<file path="src/design/trie_prefix_counter_assert.svh">
// Assertion macros used by the trie prefix counter RTL (included by tpc_walk).
`ifndef TRIE_PREFIX_COUNTER_ASSERT_SVH
`define TRIE_PREFIX_COUNTER_ASSERT_SVH

// Same-cycle implication, disabled while reset is asserted.
`define TPC_ASSERT_IMP(lbl, clk, rst_n, ante, cons) \
  lbl: assert property (@(posedge clk) disable iff (!rst_n) (ante) |-> (cons)) \
    else $error("tpc assertion failed");

// Next-cycle implication, disabled while reset is asserted.
`define TPC_ASSERT_NXT(lbl, clk, rst_n, ante, cons) \
  lbl: assert property (@(posedge clk) disable iff (!rst_n) (ante) |=> (cons)) \
    else $error("tpc assertion failed");

`endif

</file>
<file path="src/design/tpc_ram.sv">
`default_nettype none

module tpc_ram #(
  parameter int WIDTH = 8,
  parameter int DEPTH = 16
) (
  input  wire logic                     clk,
  input  wire logic                     we,
  input  wire logic [$clog2(DEPTH)-1:0] waddr,
  input  wire logic [WIDTH-1:0]         wdata,
  input  wire logic [$clog2(DEPTH)-1:0] raddr,
  output logic      [WIDTH-1:0]         rdata
);

  logic [WIDTH-1:0] mem [DEPTH];

  always_ff @(posedge clk) begin
    if (we) begin
      mem[waddr] <= wdata;
    end
    rdata <= mem[raddr];
  end

endmodule

`default_nettype wire

</file>
<file path="config.mk">
export PLATFORM = sky130hd
export DESIGN_NAME = tpc_ram
export DESIGN_NICKNAME = d
export VERILOG_FILES = /design/src/design/trie_prefix_counter_assert.svh /design/src/design/tpc_ram.sv
export SDC_FILE = /design/constraint.sdc
export NUM_CORES = 1
export LEC_CHECK = 0
export ABC_CLOCK_PERIOD_IN_PS = 4000
export BUFFER_PORTS_ARGS = -buffer_cell sky130_fd_sc_hd__buf_2
export CAP_MARGIN = 5
export CORE_MARGIN = 2
export CORE_UTILIZATION = 50
export CTS_BUF_LIST = sky130_fd_sc_hd__clkbuf_16
export DETAILED_ROUTE_END_ITERATION = 6
export HOLD_SLACK_MARGIN = 0.12
export PLACE_DENSITY = 0.7
export SETUP_SLACK_MARGIN = 0.3
export SLEW_MARGIN = 20
export SYNTH_ARGS = -nofsm -noshare
export SYNTH_HDL_FRONTEND = slang
export SYNTH_SLANG_ARGS = --single-unit
</file>
<file path="constraint.sdc">
create_clock -name clk -period 4 [get_ports clk]
set_input_delay 0.8 -clock clk [delete_from_list [all_inputs] [get_ports clk]]
set_output_delay 0.8 -clock clk [all_outputs]
set_load 0.03 [all_outputs]
</file>
==> reports/results.ini <==
[run_status]
status = finished, final reports clean

[synth]
netlist-cell-type-count = 19
synthesis.instances = 229
synthXorXnorAreaFrac = 0
synth_fp_nets = 247
post_synth_mux_area_share = 0.150
area_fraction_in_and_or_nand_and_nor_cells_after_synthesis = 0.0318
post_synthesis_cell_area_um2 = 5150
synth_top_family_by_area = multiplexers
ys_warn_count = 0
seq_area_frac_synth = 0.778
synth-compound-area-share = 0.0233
synthesis.area_per_instance_um2 = 22.5
post_synth_fa_ha_maj_area_fraction = 0
ff_latch_count_synth = 136

[setup_path]
crit_path_start_kind = input port
cpMaxStageDelayCell = sky130_fd_sc_hd__mux4_1
top_family_by_delay_on_critical_path = buffers and inverters
sum_of_buffers_and_inverters_on_the_critical_path = 2
critical_path_peak_fanout = 13
cp_data_arrival_time_ns = 2.46
timing.critical_path.cells = buf_2, buf_4, mux4_1, a22oi_1, nand2_1
critical-path-max-stage-delay_ns = 0.58
path_class = input port to flop
critPathRequiredTime_ns = 4.29
slack_of_the_worst_reg_to_reg_path_ns = 2.64
critical_path.endpoint_type = flop

[sta]
final_min_period_over_clock_period = 0.542
finalWorstPathRequiredPeriod_ns = 2.17
setup_ws_ns = 1.83
fin_worst_skew_ns = 0.00601
slew_headroom = 0.364
fin_tns_setup_ns = 0
maxClockFrequency_mhz = 461
hold_violations = 0
rsz0062_at_grt = no
report.final.setup_viol = 0
timing.final.max_slew_violations = 0
hold_ws_ns = 0.670
tightest_slew_ns = 0.951

[place]
place_worst_setup_slack_ns = 1.34
routabilityCongestion = 0.765
dp.final_hpwl_um = 5830
dpl_cell_area_um2 = 5400
placed_cells_incl_taps = 386
place.port_buffers = 25

[global_routing]
first_global_vias = 2407
gr-total-overflow = 0
grt_start_max_net_pins = 33
grt_first_pass_wirelength_um = 14000
antenna_violations_before_repair = 0
global_route.usage.total = 0.181

[pwr]
power.total_mw = 3.24
vdd_drop_max_mv = 0.283
power.density_cell_area_nw_per_um2 = 542
leakage_dissipation_nw = 2.00

[cts]
cts-htree-levels = 4
post-cts-setup-buffers = 0
post_cts_hold_buffer_count = 0
worst_setup_hold_path_clk_slew_ns = 0.06
ctsResizeCount = 0
clock_latency_ns = 0.41
clock_tree_from_tritoncts = yes
cts_buffers = 17
clock_path_buffers = 2
cts.root.buffer_cell = sky130_fd_sc_hd__clkbuf_16
clk_sink_count = 136

[die]
die_area_um2 = 11100
fp_rows = 37
dieWidth_um = 105
design.core.area_um2 = 10100
initial_core_util = 0.508
boundaryPins = 26
die-height_um = 105

[final_layout]
final_util = 0.590
final_cell_count_no_fill = 418
nets = 287
post_route_cells_drive_above_1_share = 0.287
antenna_cells_inserted = 0
area_delta_synth_final_pct = 16.2
finalInstanceArea_um2 = 5980

[route]
viasPerCell = 5.62
detailed_routing_iterations_pass_1 = 4
via_count = 2349
postRouteWirelength_um = 9120
detail_route.drc_violations = 0
wire_per_inst_um = 21.8
starting_drc_count_in_detailed_routing = 154
ant_nets = 0

[run]
max_cap_violations = 0

[min_path]
min_path_type = flop to flop

==> cell type report <==
cell class	count	area, um2
fill	719	4160
sequential	136	4000
clock buffer	17	425
multi-input combinational	83	1060
tap	136	170
timing repair buffer	31	170
clock inverter	15	154
==> cell usage after synthesis <==
cell                              instances  area (um2)
sky130_fd_sc_hd__or3b_2                   1        8.76
sky130_fd_sc_hd__buf_4                    1        7.51
sky130_fd_sc_hd__and2_1                   1        6.26
sky130_fd_sc_hd__nor2b_1                  1        6.26
sky130_fd_sc_hd__edfxtp_1               128        3840
sky130_fd_sc_hd__nor2_1                  13        48.8
sky130_fd_sc_hd__mux4_1                  14         368
sky130_fd_sc_hd__and2b_1                  1        7.51
sky130_fd_sc_hd__clkdlybuf4s25_2          3        30.0
sky130_fd_sc_hd__nand2_1                  9        33.8
sky130_fd_sc_hd__a22oi_1                 16         120
sky130_fd_sc_hd__dfxtp_1                  8         160
sky130_fd_sc_hd__nand3_1                  1        5.00
sky130_fd_sc_hd__nor3_1                   4        20.0
sky130_fd_sc_hd__mux4_2                  18         405
sky130_fd_sc_hd__nand3b_1                 2        15.0
sky130_fd_sc_hd__buf_6                    3        33.8
sky130_fd_sc_hd__buf_2                    3        15.0
sky130_fd_sc_hd__nand2b_1                 2        12.5
==> cell usage in the layout, fill, tap and decap left out <==
cell type,netlist,final
sky130_fd_sc_hd__buf_4,1,6
sky130_fd_sc_hd__inv_6,0,2
sky130_fd_sc_hd__a22oi_1,16,16
sky130_fd_sc_hd__clkinvlp_4,0,3
sky130_fd_sc_hd__and2_1,1,1
sky130_fd_sc_hd__dfxtp_1,8,8
sky130_fd_sc_hd__mux4_2,18,18
sky130_fd_sc_hd__nor2_1,13,13
sky130_fd_sc_hd__clkinv_4,0,4
sky130_fd_sc_hd__clkbuf_16,0,17
sky130_fd_sc_hd__nand2_1,9,9
sky130_fd_sc_hd__nor3_1,4,4
sky130_fd_sc_hd__edfxtp_1,128,128
sky130_fd_sc_hd__and2b_1,1,1
sky130_fd_sc_hd__buf_2,3,25
sky130_fd_sc_hd__nand3b_1,2,2
sky130_fd_sc_hd__nor2b_1,1,1
sky130_fd_sc_hd__nand2b_1,2,2
sky130_fd_sc_hd__bufinv_16,0,2
sky130_fd_sc_hd__nand3_1,1,1
sky130_fd_sc_hd__mux4_1,14,14
sky130_fd_sc_hd__clkinv_2,0,3
sky130_fd_sc_hd__clkinv_1,0,1
sky130_fd_sc_hd__or3b_2,1,1
==> kinds of logic (layout without fill, tap and decap cells) <==
logic type / after synthesis / in the layout
simple gates: 35 / 35
compound gates: 16 / 16
buf+inv: 10 / 63
mux: 32 / 32
flops: 136 / 136
==> state kept, by name, indices dropped and copies added (netlist names) <==
| signal | flops |
|---|---|
| mem | 128 |
| rdata | 8 |
==> worst paths after layout <==
path	cells past startpoint	startpoint	end
max	5	raddr[0]	rdata[5]
min	3	mem[12][4]	rdata[4]
max reg2reg	3	mem[1][5]	rdata[5]
min reg2reg	3	mem[12][4]	rdata[4]
==> where the power goes <==
group,switching [mW],internal [mW]
Sequential,0.00793,1.59
Clock,0.569,0.917
Combinational,0.0963,0.0588
Total,0.673,2.57
==> worst min-delay path: stages, from the launching register on <==
cell and delay (ns):
sky130_fd_sc_hd__edfxtp_1 0.32, sky130_fd_sc_hd__mux4_2 0.22, sky130_fd_sc_hd__a22oi_1 0.06, sky130_fd_sc_hd__nand2_1 0.05
==> per-layer routing <==
| layer | global-route usage | share of wire | up-vias |
|---|---|---|---|
| met3 | 0.0569 | 0.056 | 4 |
| met1 | 0.240 | 0.43 | 1205 |
| met4 | 0.0705 | 0.0083 | 0 |
| met5 | 0 | 0 | - |
| met2 | 0.282 | 0.51 | 85 |
| li1 | - | - | 1055 |
(Power assumes the default switching activity.)
