===== src/design/trie_prefix_counter_assert.svh =====
// Assertion macros used by the trie prefix counter RTL (included by tpc_walk).
`ifndef TRIE_PREFIX_COUNTER_ASSERT_SVH
`define TRIE_PREFIX_COUNTER_ASSERT_SVH

// Same-cycle implication, disabled while reset is asserted.
`define TPC_ASSERT_IMP(lbl, clk, rst_n, ante, cons) \
  lbl: assert property (@(posedge clk) disable iff (!rst_n) (ante) |-> (cons)) \
    else $error("tpc assertion failed");

// Next-cycle implication, disabled while reset is asserted.
`define TPC_ASSERT_NXT(lbl, clk, rst_n, ante, cons) \
  lbl: assert property (@(posedge clk) disable iff (!rst_n) (ante) |=> (cons)) \
    else $error("tpc assertion failed");

`endif


===== src/design/tpc_pkg.sv =====
`default_nettype none

package tpc_pkg;

  localparam int NODE_COUNT    = 4096;
  localparam int ALPHABET_SIZE = 26;

  localparam int NODE_W     = $clog2(NODE_COUNT);
  localparam int USED_W     = $clog2(NODE_COUNT + 1);
  localparam int SLOT_DEPTH = NODE_COUNT * ALPHABET_SIZE;
  localparam int SLOT_W     = $clog2(SLOT_DEPTH);
  localparam int LETTER_W   = 5;
  localparam int COUNT_W    = 32;

  localparam logic [COUNT_W-1:0] COUNT_MAX = '1;

  localparam logic OP_INSERT = 1'b0;
  localparam logic OP_QUERY  = 1'b1;

  typedef enum logic [4:0] {
    S_CLEAR = 5'b00001,
    S_IDLE  = 5'b00010,
    S_EXEC  = 5'b00100,
    S_FIN   = 5'b01000,
    S_PUSH  = 5'b10000
  } state_t;

  typedef struct packed {
    logic              we;
    logic [SLOT_W-1:0] waddr;
    logic [NODE_W-1:0] wdata;
    logic [SLOT_W-1:0] raddr;
  } child_port_t;

  typedef struct packed {
    logic               we;
    logic [NODE_W-1:0]  waddr;
    logic [COUNT_W-1:0] wdata;
    logic [NODE_W-1:0]  raddr;
  } cnt_port_t;

endpackage

`default_nettype wire


===== src/design/tpc_if.sv =====
`default_nettype none

interface tpc_in_if;
  logic                          valid;
  logic                          ready;
  logic                          op;
  logic [tpc_pkg::LETTER_W-1:0]  letter;
  logic                          last;

  modport source (output valid, output op, output letter, output last, input ready);
  modport sink   (input valid, input op, input letter, input last, output ready);
endinterface

interface tpc_out_if;
  logic                          valid;
  logic                          ready;
  logic [tpc_pkg::COUNT_W-1:0]   prefix_count;
  logic                          table_full;

  modport source (output valid, output prefix_count, output table_full, input ready);
  modport sink   (input valid, input prefix_count, input table_full, output ready);
endinterface

`default_nettype wire


===== src/design/tpc_walk.sv =====
`default_nettype none

`include "trie_prefix_counter_assert.svh"

module tpc_walk (
  input  wire logic                          clk,
  input  wire logic                          rst_n,
  tpc_in_if.sink                             in_chan,
  tpc_out_if.source                          out_chan,
  output tpc_pkg::child_port_t               child_port,
  input  wire logic [tpc_pkg::NODE_W-1:0]    child_q,
  output tpc_pkg::cnt_port_t                 cnt_port,
  input  wire logic [tpc_pkg::COUNT_W-1:0]   cnt_q
);

  tpc_pkg::state_t state_r, state_nxt;

  logic [tpc_pkg::SLOT_W-1:0]  clr_r, clr_nxt;
  logic [tpc_pkg::NODE_W-1:0]  cursor_r, cursor_nxt;
  logic [tpc_pkg::USED_W-1:0]  used_r, used_nxt;
  logic                        missing_r, missing_nxt;
  logic                        ovf_r, ovf_nxt;
  logic                        out_valid_r, out_valid_nxt;

  logic                        op_r, op_nxt;
  logic                        letter_ok_r, letter_ok_nxt;
  logic                        last_r, last_nxt;
  logic [tpc_pkg::SLOT_W-1:0]  slot_r, slot_nxt;
  logic [tpc_pkg::NODE_W-1:0]  fin_node_r, fin_node_nxt;
  logic                        fin_op_r, fin_op_nxt;
  logic [tpc_pkg::COUNT_W-1:0] res_cnt_r, res_cnt_nxt;
  logic                        res_full_r, res_full_nxt;
  logic [tpc_pkg::COUNT_W-1:0] out_cnt_r, out_cnt_nxt;
  logic                        out_full_r, out_full_nxt;

  logic                          in_ok, out_free, in_letter_ok;
  logic [tpc_pkg::LETTER_W-1:0]  letter_c;
  logic [tpc_pkg::SLOT_W-1:0]    slot_in;
  logic [tpc_pkg::USED_W-1:0]    used_inc;
  logic                          ins_act, child_zero, can_alloc, alloc, ovf_hit;
  logic                          qry_act, qry_break, ovf_n, miss_n, need_fin;
  logic [tpc_pkg::NODE_W-1:0]    new_child, cur_n;
  logic [tpc_pkg::COUNT_W-1:0]   cnt_inc, fin_inc;
  logic                          deliver;
  logic [tpc_pkg::COUNT_W-1:0]   dl_cnt;
  logic                          dl_full;

  assign in_chan.ready         = (state_r == tpc_pkg::S_IDLE);
  assign out_chan.valid        = out_valid_r;
  assign out_chan.prefix_count = out_cnt_r;
  assign out_chan.table_full   = out_full_r;

  assign in_ok        = in_chan.valid && in_chan.ready;
  assign out_free     = !out_valid_r || out_chan.ready;
  assign in_letter_ok = (32'(in_chan.letter) < tpc_pkg::ALPHABET_SIZE);
  assign letter_c     = in_letter_ok ? in_chan.letter : '0;
  assign slot_in      = tpc_pkg::SLOT_W'(cursor_r) * tpc_pkg::SLOT_W'(tpc_pkg::ALPHABET_SIZE)
                      + tpc_pkg::SLOT_W'(letter_c);

  // Execute-cycle decisions from the registered memory reads.
  assign used_inc   = used_r + tpc_pkg::USED_W'(1);
  assign child_zero = (child_q == '0);
  assign can_alloc  = (32'(used_inc) < tpc_pkg::NODE_COUNT);
  assign ins_act    = (op_r == tpc_pkg::OP_INSERT) && !ovf_r && letter_ok_r;
  assign alloc      = ins_act && child_zero && can_alloc;
  assign ovf_hit    = ins_act && child_zero && !can_alloc;
  assign new_child  = alloc ? used_inc[tpc_pkg::NODE_W-1:0] : child_q;
  assign qry_act    = (op_r == tpc_pkg::OP_QUERY) && !missing_r;
  assign qry_break  = qry_act && (!letter_ok_r || child_zero);
  assign ovf_n      = ovf_r | ovf_hit;
  assign miss_n     = missing_r | qry_break;
  assign need_fin   = last_r && ((op_r == tpc_pkg::OP_INSERT) ? !ovf_n : !miss_n);
  assign cnt_inc    = (cnt_q == tpc_pkg::COUNT_MAX) ? cnt_q : cnt_q + 1'b1;
  assign fin_inc    = cnt_inc;

  always_comb begin
    if (ins_act && !ovf_hit) begin
      cur_n = new_child;
    end else if (qry_act && !qry_break) begin
      cur_n = child_q;
    end else begin
      cur_n = cursor_r;
    end
  end

  always_comb begin
    state_nxt     = state_r;
    clr_nxt       = clr_r;
    cursor_nxt    = cursor_r;
    used_nxt      = used_r;
    missing_nxt   = missing_r;
    ovf_nxt       = ovf_r;
    op_nxt        = op_r;
    letter_ok_nxt = letter_ok_r;
    last_nxt      = last_r;
    slot_nxt      = slot_r;
    fin_node_nxt  = fin_node_r;
    fin_op_nxt    = fin_op_r;
    res_cnt_nxt   = res_cnt_r;
    res_full_nxt  = res_full_r;
    out_valid_nxt = out_valid_r && !out_chan.ready;
    out_cnt_nxt   = out_cnt_r;
    out_full_nxt  = out_full_r;
    deliver       = 1'b0;
    dl_cnt        = '0;
    dl_full       = 1'b0;

    child_port.we    = 1'b0;
    child_port.waddr = slot_r;
    child_port.wdata = '0;
    child_port.raddr = slot_in;
    cnt_port.we      = 1'b0;
    cnt_port.waddr   = cursor_r;
    cnt_port.wdata   = cnt_inc;
    cnt_port.raddr   = cursor_r;

    unique case (state_r)
      tpc_pkg::S_CLEAR: begin
        child_port.we    = 1'b1;
        child_port.waddr = clr_r;
        cnt_port.we      = (clr_r < tpc_pkg::SLOT_W'(tpc_pkg::NODE_COUNT));
        cnt_port.waddr   = clr_r[tpc_pkg::NODE_W-1:0];
        cnt_port.wdata   = '0;
        clr_nxt          = clr_r + 1'b1;
        if (clr_r == tpc_pkg::SLOT_W'(tpc_pkg::SLOT_DEPTH - 1)) begin
          state_nxt = tpc_pkg::S_IDLE;
        end
      end
      tpc_pkg::S_IDLE: begin
        if (in_ok) begin
          op_nxt        = in_chan.op;
          letter_ok_nxt = in_letter_ok;
          last_nxt      = in_chan.last;
          slot_nxt      = slot_in;
          state_nxt     = tpc_pkg::S_EXEC;
        end
      end
      tpc_pkg::S_EXEC: begin
        // Bump the node we leave; link a fresh child if the slot was empty and a node is free.
        if (ins_act && !ovf_hit) begin
          cnt_port.we    = 1'b1;
          cnt_port.waddr = cursor_r;
          cnt_port.wdata = cnt_inc;
        end
        if (alloc) begin
          child_port.we    = 1'b1;
          child_port.waddr = slot_r;
          child_port.wdata = used_inc[tpc_pkg::NODE_W-1:0];
          used_nxt         = used_inc;
        end
        cnt_port.raddr = cur_n;
        if (!last_r) begin
          cursor_nxt  = cur_n;
          missing_nxt = miss_n;
          ovf_nxt     = ovf_n;
          state_nxt   = tpc_pkg::S_IDLE;
        end else begin
          cursor_nxt  = '0;
          missing_nxt = 1'b0;
          ovf_nxt     = 1'b0;
          if (need_fin) begin
            fin_node_nxt = cur_n;
            fin_op_nxt   = op_r;
            state_nxt    = tpc_pkg::S_FIN;
          end else begin
            deliver = 1'b1;
            dl_cnt  = '0;
            dl_full = (op_r == tpc_pkg::OP_INSERT) && ovf_n;
          end
        end
      end
      tpc_pkg::S_FIN: begin
        if (fin_op_r == tpc_pkg::OP_INSERT) begin
          cnt_port.we    = 1'b1;
          cnt_port.waddr = fin_node_r;
          cnt_port.wdata = fin_inc;
          dl_cnt         = '0;
        end else begin
          dl_cnt = cnt_q;
        end
        deliver = 1'b1;
        dl_full = 1'b0;
      end
      tpc_pkg::S_PUSH: begin
        if (out_free) begin
          out_valid_nxt = 1'b1;
          out_cnt_nxt   = res_cnt_r;
          out_full_nxt  = res_full_r;
          state_nxt     = tpc_pkg::S_IDLE;
        end
      end
      default: begin
        state_nxt = tpc_pkg::S_IDLE;
      end
    endcase

    // Load the output word when the slot frees up, else park it.
    if (deliver) begin
      if (out_free) begin
        out_valid_nxt = 1'b1;
        out_cnt_nxt   = dl_cnt;
        out_full_nxt  = dl_full;
        state_nxt     = tpc_pkg::S_IDLE;
      end else begin
        res_cnt_nxt  = dl_cnt;
        res_full_nxt = dl_full;
        state_nxt    = tpc_pkg::S_PUSH;
      end
    end
  end

  always_ff @(posedge clk) begin
    if (!rst_n) begin
      state_r     <= tpc_pkg::S_CLEAR;
      clr_r       <= '0;
      cursor_r    <= '0;
      used_r      <= '0;
      missing_r   <= 1'b0;
      ovf_r       <= 1'b0;
      out_valid_r <= 1'b0;
    end else begin
      state_r     <= state_nxt;
      clr_r       <= clr_nxt;
      cursor_r    <= cursor_nxt;
      used_r      <= used_nxt;
      missing_r   <= missing_nxt;
      ovf_r       <= ovf_nxt;
      out_valid_r <= out_valid_nxt;
    end
  end

  always_ff @(posedge clk) begin
    op_r        <= op_nxt;
    letter_ok_r <= letter_ok_nxt;
    last_r      <= last_nxt;
    slot_r      <= slot_nxt;
    fin_node_r  <= fin_node_nxt;
    fin_op_r    <= fin_op_nxt;
    res_cnt_r   <= res_cnt_nxt;
    res_full_r  <= res_full_nxt;
    out_cnt_r   <= out_cnt_nxt;
    out_full_r  <= out_full_nxt;
  end

  `TPC_ASSERT_NXT(a_accept_exec, clk, rst_n, in_ok, state_r == tpc_pkg::S_EXEC)
  `TPC_ASSERT_IMP(a_used_bound, clk, rst_n, 1'b1, 32'(used_r) < tpc_pkg::NODE_COUNT)
  `TPC_ASSERT_IMP(a_link_nonzero, clk, rst_n, (state_r == tpc_pkg::S_EXEC) && child_port.we,
                  child_port.wdata != '0)
  `TPC_ASSERT_IMP(a_push_full, clk, rst_n, state_r == tpc_pkg::S_PUSH, out_valid_r)

endmodule

`default_nettype wire


===== src/flat_wrapper.sv =====
// flat-port wrapper written by rule: the top's interface ports become plain ports
module tpc_walk_flat 
  (clk, rst_n, child_port, child_q, cnt_port, cnt_q, in_chan_valid, in_chan_op, in_chan_letter, in_chan_last, in_chan_ready, out_chan_valid, out_chan_prefix_count, out_chan_table_full, out_chan_ready);
  tpc_in_if in_chan_i ();
  tpc_out_if out_chan_i ();
  input  wire logic clk;
  input  wire logic rst_n;
  output tpc_pkg::child_port_t child_port;
  input  wire logic [tpc_pkg::NODE_W-1:0] child_q;
  output tpc_pkg::cnt_port_t cnt_port;
  input  wire logic [tpc_pkg::COUNT_W-1:0] cnt_q;
  input wire logic [$bits(in_chan_i.valid)-1:0] in_chan_valid;
  input wire logic [$bits(in_chan_i.op)-1:0] in_chan_op;
  input wire logic [$bits(in_chan_i.letter)-1:0] in_chan_letter;
  input wire logic [$bits(in_chan_i.last)-1:0] in_chan_last;
  output wire logic [$bits(in_chan_i.ready)-1:0] in_chan_ready;
  output wire logic [$bits(out_chan_i.valid)-1:0] out_chan_valid;
  output wire logic [$bits(out_chan_i.prefix_count)-1:0] out_chan_prefix_count;
  output wire logic [$bits(out_chan_i.table_full)-1:0] out_chan_table_full;
  input wire logic [$bits(out_chan_i.ready)-1:0] out_chan_ready;
  assign in_chan_i.valid = in_chan_valid;
  assign in_chan_i.op = in_chan_op;
  assign in_chan_i.letter = in_chan_letter;
  assign in_chan_i.last = in_chan_last;
  assign in_chan_ready = in_chan_i.ready;
  assign out_chan_valid = out_chan_i.valid;
  assign out_chan_prefix_count = out_chan_i.prefix_count;
  assign out_chan_table_full = out_chan_i.table_full;
  assign out_chan_i.ready = out_chan_ready;
  tpc_walk u_core (.clk(clk), .rst_n(rst_n), .in_chan(in_chan_i), .out_chan(out_chan_i), .child_port(child_port), .child_q(child_q), .cnt_port(cnt_port), .cnt_q(cnt_q));
endmodule

===== config.mk =====
export PLATFORM = sky130hd
export DESIGN_NAME = tpc_walk_flat
export DESIGN_NICKNAME = d
export VERILOG_FILES = /design/src/design/tpc_pkg.sv /design/src/design/tpc_if.sv /design/src/design/tpc_walk.sv /design/src/flat_wrapper.sv
export VERILOG_INCLUDE_DIRS = /design/src /design/src/design
export SDC_FILE = /design/constraint.sdc
export NUM_CORES = 1
export LEC_CHECK = 0
export ABC_AREA = 1
export BUFFER_PORTS_ARGS = -buffer_cell sky130_fd_sc_hd__buf_2
export CAP_MARGIN = 0
export CORE_AREA = 3 3 137 139
export CTS_BUF_LIST = sky130_fd_sc_hd__clkbuf_4 sky130_fd_sc_hd__clkbuf_8 sky130_fd_sc_hd__clkbuf_16
export DETAILED_ROUTE_END_ITERATION = 7
export DIE_AREA = 0 0 140 142
export PLACE_DENSITY_LB_ADDON = 0.12
export SYNTH_ARGS = -nofsm -noshare
export SYNTH_HDL_FRONTEND = slang
export SYNTH_SLANG_ARGS = --single-unit

===== constraint.sdc =====
create_clock -name clk -period 4.8 [get_ports clk]
set_clock_uncertainty 0.2 [all_clocks]
set_input_delay 0.72 -clock clk [delete_from_list [all_inputs] [get_ports clk]]
set_output_delay 0.72 -clock clk [all_outputs]
set_load 0.03 [all_outputs]

==> flow_summary_export.csv <==
group,metric,value,unit
status,outcome,"complete, no violations",
timing,slew_headroom,17.5,%
critical_path,path_class,"flop to output port",
placed_design,place.gp.congestion,0.955,
floorplanning,die_x,140,um
routing,drtIter0Drc,717,
synth,synth_nets,1445,
synth,netlist_instances,1345,
timing,finalSetupTns,0,ps
critical_path,critPathCaptureType,"output port",
routing,finalWirelength,29700,um
finish,diodes,0,
critical_path,crit_slowest_cell,"fa_1",
grt,antenna_found_initial,0,
synth,ys_types,47,
timing,worst_slack,227,ps
placed_design,dp_worst_setup_slack,473,ps
finish,layout_commonest_cell,"nand2_1",
synth,ys_warn_count,0,
cts,cts_tree,"yes",
routing,ant_nets,0,
finish,finish.utilization,65.1,%
timing,clock.fmax,219,MHz
grt,grt_max_degree,48,
timing,fin_crit_sh,95.3,%
timing,maxSlewViolCount,0,
routing,drc,0,
critical_path,crit_path_frequent_cell,"nand2_1",
critical_path,required,3880,ps
synth,synth-edff-count,66,
cts,ctsHoldBuffers,0,
pwr,power.density,276,mW/mm^2
timing,rsz0062_at_grt,"no",
floorplanning,io_pins,194,
worst_hold_path,min_from,"u_core.used_r[3]$_SDFFE_PN0P_",
floorplanning,die_y,142,um
cts,clkTransAtPathRegs,70,ps
synth,ys_async_sr_fraction,0,%
timing,period_minus_slack,4570,ps
grt,track_usage,29.3,%
floorplanning,core_area,0.0178,sq mm
pwr,p_leak,5.59,nW
cts,htreeDepth,4,
placed_design,dp_cells,1736,
routing,routedWlPerCell,16.8,um
finish,syn2layout_area_growth,17.9,%
routing,vias,9585,
finish,fillCellCount,1632,
timing,hold_viol,0,
critical_path,cp_num_buf_inv,3,
placed_design,io_buffer_count,193,
cts,clk_path_buf_depth,2,
critical_path,cpPeakStageDelay,510,ps
cts,cts_made_buffers,17,
cts,root_buffer,"clkbuf_16",
synth,syn_avg_cell_area,7.30,sq um
floorplanning,dieArea,0.0199,sq mm
critical_path,cp_max_fo,7,
critical_path,startpoint,"u_core.cursor_r[4]$_SDFFE_PN0P_",
finish,drive_above_1_share,21.5,%
timing,whs,266,ps
grt,grt_pass1_wl,46300,um
critical_path,crit_family,"adder cells",
grt,grt_pass1_vias,8915,
floorplanning,num_rows,49,
critical_path,cp.arrival,3650,ps
synth,ys_seq_area_share,37.1,%
job,maxCapViolCount,0,
finish,fin_cells,1769,
timing,tightest_slew,1240,ps
synth,ys_seq_elements,149,
worst_hold_path,hold_class,"flop to flop",
pwr,ir_drop,0.000248,V
synth,syn_area,0.00982,sq mm
finish,final_nets,1627,
critical_path,r2r-start,"u_core.cursor_r[4]$_SDFFE_PN0P_",
placed_design,hpwl,22900,um
routing,viasPerCell,5.42,
cts,clock_latency,430,ps
floorplanning,start_util,55.3,%
cts,cts.sinks,149,
routing,drt_first_pass_iters,5,
critical_path,critPathLaunchType,"flop",
synth,synthFlopType,"dfxtp_1",
grt,grt-ovfl-total,0,
timing,setup_violations,0,
finish,layout_common_cells,"nand2_1 (407), buf_2 (192), inv_1 (172)",
critical_path,crit_chain,"ha_1 > inv_1 > fa_1 > inv_1 > ha_1 > nand2_1 > nor2_1 > nand2_1 > nand3_1 > xor2_2 > nand3_2 > nor2_2 > nand2_1 > xor2_1 > buf_4",
[final timing paths]
check                                        to  slack [ps]  depth (start not counted)
setup / recovery                 child_port[13]         230                         15
hold / removal    u_core.used_r[3]$_SDFFE_PN0P_         270                          2
setup reg to reg    u_core.slot_r[13]$_DFFE_PP_        1360                         14
hold reg to reg   u_core.used_r[3]$_SDFFE_PN0P_         270                          2
[report_power, final]
part,internal [mW],total [mW],switching (mW)
logic,0.138,0.517,0.379
registers,1.34,1.35,0.0173
clock network,0.733,1.33,0.593
[per-stage QoR]
step,power (mW),cell area [sq um]
after global routing,3.29,11600
final,3.20,11600
after floorplan,1.72,9820
after detailed placement,1.89,11000
after CTS,3.21,11500
after global placement,1.89,11000
[layout make-up]
| type | instances | area, sq um | area share (%) |
|---|---|---|---|
| Multi-Input combinational cell | 974 | 5330 | 46.1 |
| Inverter | 182 | 684 | 5.91 |
| Clock buffer | 18 | 433 | 3.74 |
| Timing Repair Buffer | 203 | 1060 | 9.12 |
| Tap cell | 229 | 287 | 2.47 |
| Clock inverter | 14 | 140 | 1.21 |
| Sequential cell | 149 | 3650 | 31.5 |
[cell usage after synthesis, drive strengths merged (2+ instances only)]
cell	count	share of area (%)
a31oi	8	0.51
a32oi	8	0.71
xor2	34	3.0
xnor2	8	0.71
a211oi	7	0.53
nor2	146	6.3
o21ai	39	2.0
o21bai	2	0.15
nand4	18	1.3
edfxtp	66	20
clkbuf	21	0.80
nand3	70	3.7
buf	19	1.2
ha	35	4.5
o211ai	7	0.53
nor3	45	2.7
nor3b	2	0.15
clkinv	2	0.089
mux2	33	3.8
nor4	7	0.45
inv	180	6.9
a21oi	70	3.8
fa	10	2.0
nand3b	2	0.15
nand2	416	16
dfxtp	83	17
[cell families (layout without fill, tap and decap cells)]
| kind of cell | Yosys count | after routing | synth area share (%) |
|---|---|---|---|
| compound gates | 146 | 146 | 8.70 |
| xor+xnor | 42 | 42 | 3.74 |
| fa+ha+maj | 45 | 45 | 6.50 |
| buf+inv | 222 | 417 | 9.00 |
| flops | 149 | 149 | 37.1 |
| mux | 33 | 33 | 3.78 |
| simple gates | 708 | 708 | 31.2 |
[metal layers]
metal	wire length, um	track usage [%]	up-vias
li1	-	-	4728
met1	12800	38.0	4448
met2	14400	50.7	352
met3	1660	4.44	57
met4	777	9.84	0
met5	0	0	-
[registers in the layout, indices dropped and copies added (netlist names), 5 cells and up]
name	count
u_core.out_chan.prefix_count	32
u_core.res_cnt_r	32
u_core.clr_r	17
u_core.slot_r	17
u_core.used_r	13
u_core.cursor_r	12
u_core.fin_node_r	12
u_core.state_r	5
[worst min-delay path, stage by stage, from the launching register on]
cell and delay [ps]:
dfxtp_1 310, nand2_1 60, a21oi_1 50
[repair_timing]
| action | CTS | global route |
|---|---|---|
| endpoints found under the setup margin | 0 | 6 |
| buffers inserted | 0 | 1 |
| gates resized for setup | 0 | 10 |
Note: power is estimated with default switching activity, not from simulation.
